--- config.mk ---
export PLATFORM = sky130hd
export DESIGN_NAME = sfi_lane
export DESIGN_NICKNAME = d
export VERILOG_FILES = /design/src/sfi_pkg.sv /design/src/sfi_lane.sv
export SDC_FILE = /design/constraint.sdc
export NUM_CORES = 2
export LEC_CHECK = 0
export BUFFER_PORTS_ARGS = -buffer_cell sky130_fd_sc_hd__buf_2
export CAP_MARGIN = 10
export CORE_MARGIN = 3
export CORE_UTILIZATION = 55
export CTS_BUF_LIST = sky130_fd_sc_hd__clkbuf_8
export DETAILED_ROUTE_END_ITERATION = 10
export HOLD_SLACK_MARGIN = 0.15
export PLACE_DENSITY_LB_ADDON = 0.25
export SLEW_MARGIN = 0
export SYNTH_ARGS = -nofsm -noshare
export SYNTH_HDL_FRONTEND = slang
export SYNTH_SLANG_ARGS = --single-unit
--- constraint.sdc ---
create_clock -name i_clk -period 3.8 [get_ports i_clk]
set_input_delay 0 -clock i_clk [delete_from_list [all_inputs] [get_ports i_clk]]
set_output_delay 0 -clock i_clk [all_outputs]
set_load 0.01 [all_outputs]
--- src/sfi_pkg.sv ---
package sfi_pkg;

    // Layer geometry.
    localparam int FEATURES       = 128;
    localparam int CLASSES        = 10;
    localparam int WORD_BITS      = 32;
    localparam int STEP_WORDS     = (FEATURES + WORD_BITS - 1) / WORD_BITS;
    localparam int BIT_W          = $clog2(WORD_BITS);
    localparam int WORD_CNT_W     = (STEP_WORDS > 1) ? $clog2(STEP_WORDS) : 1;
    localparam int FEAT_W         = WORD_CNT_W + BIT_W;
    localparam int FEAT_AW        = $clog2(FEATURES);
    localparam int DATA_W         = 32;
    localparam int STEP_W         = 16;

    // Stream field layout.
    localparam int S_TDATA_W  = 80;
    localparam int M_TDATA_W  = 16;
    localparam int OPCODE_W   = 2;
    localparam int WCLASS_W   = 4;
    localparam int WFEAT_W    = 7;
    localparam int CFG_IDX_W  = 1;

    typedef enum logic [OPCODE_W-1:0] {
        OP_WEIGHT = 2'd0,
        OP_SPIKE  = 2'd1,
        OP_CLEAR  = 2'd2
    } t_opcode;

    typedef enum logic [CFG_IDX_W-1:0] {
        CFG_THRESHOLD = 1'd0,
        CFG_STEPS     = 1'd1
    } t_cfg_index;

    typedef enum logic [2:0] {
        ST_IDLE,
        ST_ACCUM,
        ST_DRAIN,
        ST_FIRE_ADD,
        ST_FIRE_CMP,
        ST_EMIT
    } t_state;

    // Per-cycle command broadcast to every class lane.
    typedef struct packed {
        logic clear;
        logic acc;
        logic fire_add;
        logic fire_cmp;
    } t_lane_ctrl;

endpackage

--- src/sfi_lane.sv ---
module sfi_lane (
    input  logic                             i_clk,
    input  logic                             i_rst_n,
    input  logic                             i_wr_en,
    input  logic [sfi_pkg::FEAT_AW-1:0]      i_wr_addr,
    input  logic [sfi_pkg::DATA_W-1:0]       i_wr_data,
    input  logic [sfi_pkg::FEAT_AW-1:0]      i_rd_addr,
    input  sfi_pkg::t_lane_ctrl              i_ctrl,
    input  logic [sfi_pkg::DATA_W-1:0]       i_threshold,
    output logic                             o_fire
);

    // One weight column per class lane: this lane's weight for every feature.
    logic [sfi_pkg::DATA_W-1:0] r_mem [sfi_pkg::FEATURES];
    logic [sfi_pkg::DATA_W-1:0] r_rd_data;
    logic [sfi_pkg::DATA_W-1:0] r_step_sum, n_step_sum;
    logic [sfi_pkg::DATA_W-1:0] r_membrane, n_membrane;
    logic                       r_fire, n_fire;

    always_ff @(posedge i_clk) begin
        if (i_wr_en) begin
            r_mem[i_wr_addr] <= i_wr_data;
        end
        r_rd_data <= r_mem[i_rd_addr];
    end

    always_comb begin
        n_step_sum = r_step_sum;
        n_membrane = r_membrane;
        n_fire     = r_fire;
        if (i_ctrl.clear) begin
            n_step_sum = '0;
            n_membrane = '0;
        end else if (i_ctrl.acc) begin
            n_step_sum = r_step_sum + r_rd_data;
        end else if (i_ctrl.fire_add) begin
            n_membrane = r_membrane + r_step_sum;
            n_step_sum = '0;
        end else if (i_ctrl.fire_cmp) begin
            n_fire = ($signed(r_membrane) >= $signed(i_threshold));
            if (n_fire) begin
                n_membrane = r_membrane - i_threshold;
            end
        end
    end

    always_ff @(posedge i_clk) begin
        if (!i_rst_n) begin
            r_step_sum <= '0;
            r_membrane <= '0;
            r_fire     <= 1'b0;
        end else begin
            r_step_sum <= n_step_sum;
            r_membrane <= n_membrane;
            r_fire     <= n_fire;
        end
    end

    assign o_fire = r_fire;

endmodule

==> results_dict.tcl <==
set metrics [dict create \
    path_buf_inv 2 \
    ctsLongestPathBuffers 4 \
    cts_buffers 647 \
    detailroute.wirelength.met3_um 47500 \
    report.final.setup_viol 0 \
    final-seq-area_um2 125000 \
    power.sequential.fraction_pct 55.9 \
    internal_power_mw 70.5 \
    timing.final.crit_period_ns 3.67 \
    design.portCount 86 \
    synth_edf_count 4096 \
    timing.setup.critical_path_class "flip-flop to flip-flop" \
    met2_length_um 204000 \
    final_cell_area_um2 187000 \
    drt_wl_total_um 430000 \
    slew_headroom_pct 21.3 \
    layout_worst_path_cycle_share_pct 96.7 \
    postCtsSetupBuffers 0 \
    yosys.cell_types.count 64 \
    most-common-layout-cells "sky130_fd_sc_hd__edfxtp_1, sky130_fd_sc_hd__mux4_2, sky130_fd_sc_hd__clkbuf_8" \
    ys_seq_area_share_pct 76.2 \
    dr_total_vias 81900 \
    critical_path_required_ns 4.90 \
    dieArea_um2 305000 \
    run_status "complete, but fails checks" \
    area_growth_pct 14.2 \
    drt-pass1-iter-count 8 \
    worst_path_largest_cell_delay_ns 0.57 \
    power_per_cell_area_nw_per_um2 490 \
    synthSimpleGateAreaFrac_pct 1.34 \
    total_power_mw 91.7 \
    final_core_util_pct 63.4 \
    grt_use_total_pct 28.5 \
    dieHeight_um 552 \
    fmaxAchievable_mhz 272 \
    drv.max_cap_violation_count 0 \
    synth_compound_area_share_pct 1.58 \
    number_of_nets_in_the_final_layout 8198 \
    swShare_pct 23.1 \
    postSynth.asyncResetShare_pct 0 \
    adder_cell_share_of_the_synthesized_area_pct 0.754 \
    clock_skew_ns 0.0589 \
    estimated_wirelength_of_the_detail_placed_design_um 240000 \
    grt_antenna_before_repair 58 \
    gpl.final_weighted_congestion 0.861 \
    critical-path-slowest-cell "sky130_fd_sc_hd__dlygate4sd3_1" \
    comb_power_share_pct 6.8 \
    wl_per_cell_um 34.6 \
    worst-slew-pin-transition_ns 1.18 \
    final_common_cell "sky130_fd_sc_hd__edfxtp_1" \
    cts_tree "done" \
    rsz0062_at_grt "true" \
    initial_utilization_pct 55.5 \
    postRouteAntennaNets 1 \
    area_post_placement_um2 173000 \
    clock_latency_ns 1.21 \
    core_um2 295000 \
    topRoutingLayerUsed "met5" \
    vdd_drop_max_v 0.000440 \
    grt_pass1_vias 82600 \
    critical_path_peak_fanout 7 \
    critical_path_arrival_ns 4.77 \
    synth.yosys.warnings 0 \
    synth_top_flop_cell "sky130_fd_sc_hd__edfxtp_1" \
    rows 199 \
    xor_xnor_fraction_of_synth_area_pct 0.326 \
    final-max-slew-violation-count 0 \
    cellLeakagePower_nw 60.2 \
    cp_cell_sequence "ha_1 -> o21ai_0 -> a2111o_1 -> a31oi_1 -> o31a_1 -> nor2_1 -> xor2_1 -> dlygate4sd3_1 -> nor2_1 -> a21oi_1 -> a21oi_1 -> dlygate4sd3_1" \
    post_synth_instance_area_um2 164000 \
    pwr-share-clk_pct 37.3 \
    ys_ff_latch 4193 \
    synthesis.nets 7213 \
    grt_start_max_net_pins 97 \
    route.detailed.drc 0 \
    globalRouteOverflowTotal 0 \
    syn_inst 7031 \
    report.final.hold_viol_count 0 \
    wire_length_of_the_first_global_routing_pass_um 610000 \
    io_buffers 85 \
    m1WireLength_um 164000 \
    vias_per_cell 6.57 \
    footprint_of_the_multi_input_gates_um2 38300 \
    dr.first_iter.drc_count 11900 \
    syn_area_per_cell_um2 23.3 \
    ctsHtreeMaxLevel 6 \
    largest_family_of_logic_cells_by_synthesized_area "multiplexers" \
    clkSinkCount 4193 \
    final_layout_size_suffix_gt1_share_pct 32.8 \
    dieWidth_um 552 \
    totalNegativeSetupSlack_ns 0 \
    hp-class "primary input to flip-flop" \
    clkTransAtPathRegs_ns 0.06 \
    root_buffer "sky130_fd_sc_hd__clkbuf_8" \
    post_synth_mux_area_share_pct 18.7 \
    timing.critical_path.max_delay_family "compound AO/OA/AOI/OAI gates" \
    violations "antenna rules" \
    worstSetupEndpointType "flip-flop" \
    finalHoldWorstSlack_ns 0.248 \
    worst_setup_path_start_kind "flip-flop" \
    n_fill_cell 19400 \
    switching_power_mw 21.2 \
]
==> cell families (layout without fill, tap and decap cells) <==
kind of cell | after synthesis | after routing
other | 0 | 31
adders and majority gates | 97 | 97
buffers and inverters | 415 | 1890
AOI/OAI and AO/OA | 399 | 399
muxes | 1384 | 1384
DFF | 4193 | 4193
and+or+nand+nor | 482 | 482
xor gates and xnor gates | 61 | 61
==> repair_timing <==
item	CTS	global route
setup endpoints to repair	0	23
gates resized for setup	0	17
endpoints found under the hold margin	7148	0
hold buffers	247	0
==> flip-flops by register name, indices dropped and copies added, names as in the netlist <==
signal,cells
o_fire,1
r_mem,4096
r_step_sum,32
r_membrane,32
r_rd_data,32
==> layout make-up <==
class / count / area share, %
timing repair buffer: 688 / 3.82
inverter: 63 / 0.126
tap: 3919 / 2.62
multi-input combinational: 2423 / 20.5
clock buffer: 659 / 4.84
clock inverter: 480 / 1.35
antenna: 31 / 0.0414
sequential: 4193 / 66.7
==> layer usage <==
layer,vias up,track usage [%]
li1,32400,-
met1,43700,41.4
met2,5017,44.1
met3,731,6.30
met4,20,9.02
met5,-,0
==> final timing paths <==
check	startpoint	endpoint	slack [ns]	cells past startpoint
max	r_membrane[5]	r_membrane[15]	0.13	12
min	i_rd_addr[1]	r_rd_data[2]	0.25	5
max reg2reg	r_membrane[5]	r_membrane[15]	0.13	12
min reg2reg	r_step_sum[26]	r_step_sum[26]	0.52	2
==> power groups by stage <==
| stage | Sequential, mW | Combinational, mW | Clock (mW) |
|---|---|---|---|
| 2_1_floorplan | 52.1 | 3.19 | 0 |
| 3_3_place_gp | 52.2 | 5.70 | 0 |
| 3_5_place_dp | 52.2 | 5.81 | 0 |
| 4_1_cts | 51.2 | 6.21 | 34.7 |
| 5_1_grt | 51.2 | 6.55 | 36.9 |
| 6_report | 51.2 | 6.23 | 34.2 |
==> worst reg2reg max path, stage by stage (launching register included) <==
cell and delay [ns]:
sky130_fd_sc_hd__dfxtp_1 0.41, sky130_fd_sc_hd__ha_1 0.38, sky130_fd_sc_hd__o21ai_0 0.24, sky130_fd_sc_hd__a2111o_1 0.46
sky130_fd_sc_hd__a31oi_1 0.28, sky130_fd_sc_hd__o31a_1 0.19, sky130_fd_sc_hd__nor2_1 0.05, sky130_fd_sc_hd__xor2_1 0.14
sky130_fd_sc_hd__dlygate4sd3_1 0.57, sky130_fd_sc_hd__nor2_1 0.10, sky130_fd_sc_hd__a21oi_1 0.05, sky130_fd_sc_hd__a21oi_1 0.19
sky130_fd_sc_hd__dlygate4sd3_1 0.57
==> cells in the mapped netlist, drive strengths merged (5+ instances only) <==
cell    count  area share, %
o31ai      10          0.046
nor3       28          0.086
mux2i       8          0.049
or2         8          0.031
xor2       27           0.14
a21o       50           0.23
and2        8          0.031
a31oi      22          0.084
o211ai      9          0.041
a31o        5          0.027
o211a       6          0.037
nor2b      16          0.061
mux4     1344             18
edfxtp   4096             75
nor2      211           0.48
or3        15          0.057
and3       20          0.076
a22oi      10          0.046
mux2       32           0.22
nand2b     11          0.042
dfxtp      97            1.2
nand4      15          0.057
a211oi     27           0.12
nand2      95           0.22
nand3      39           0.12
buf       137           0.37
inv        63           0.14
o21bai     15          0.069
o21a       12          0.055
xnor2      34           0.18
o21ai      86           0.26
clkbuf    215           0.49
a21oi     103           0.31
ha         94           0.72
==> through the flow <==
step                      setup slack, ns  instances
after floorplan                     0.561       7031
after global placement              0.476      11000
after detailed placement            0.489      11000
after CTS                          0.0194      12400
after global routing            -0.000897      12400
final                               0.126      12500
No activity file was read; power rests on OpenSTA's default activity.
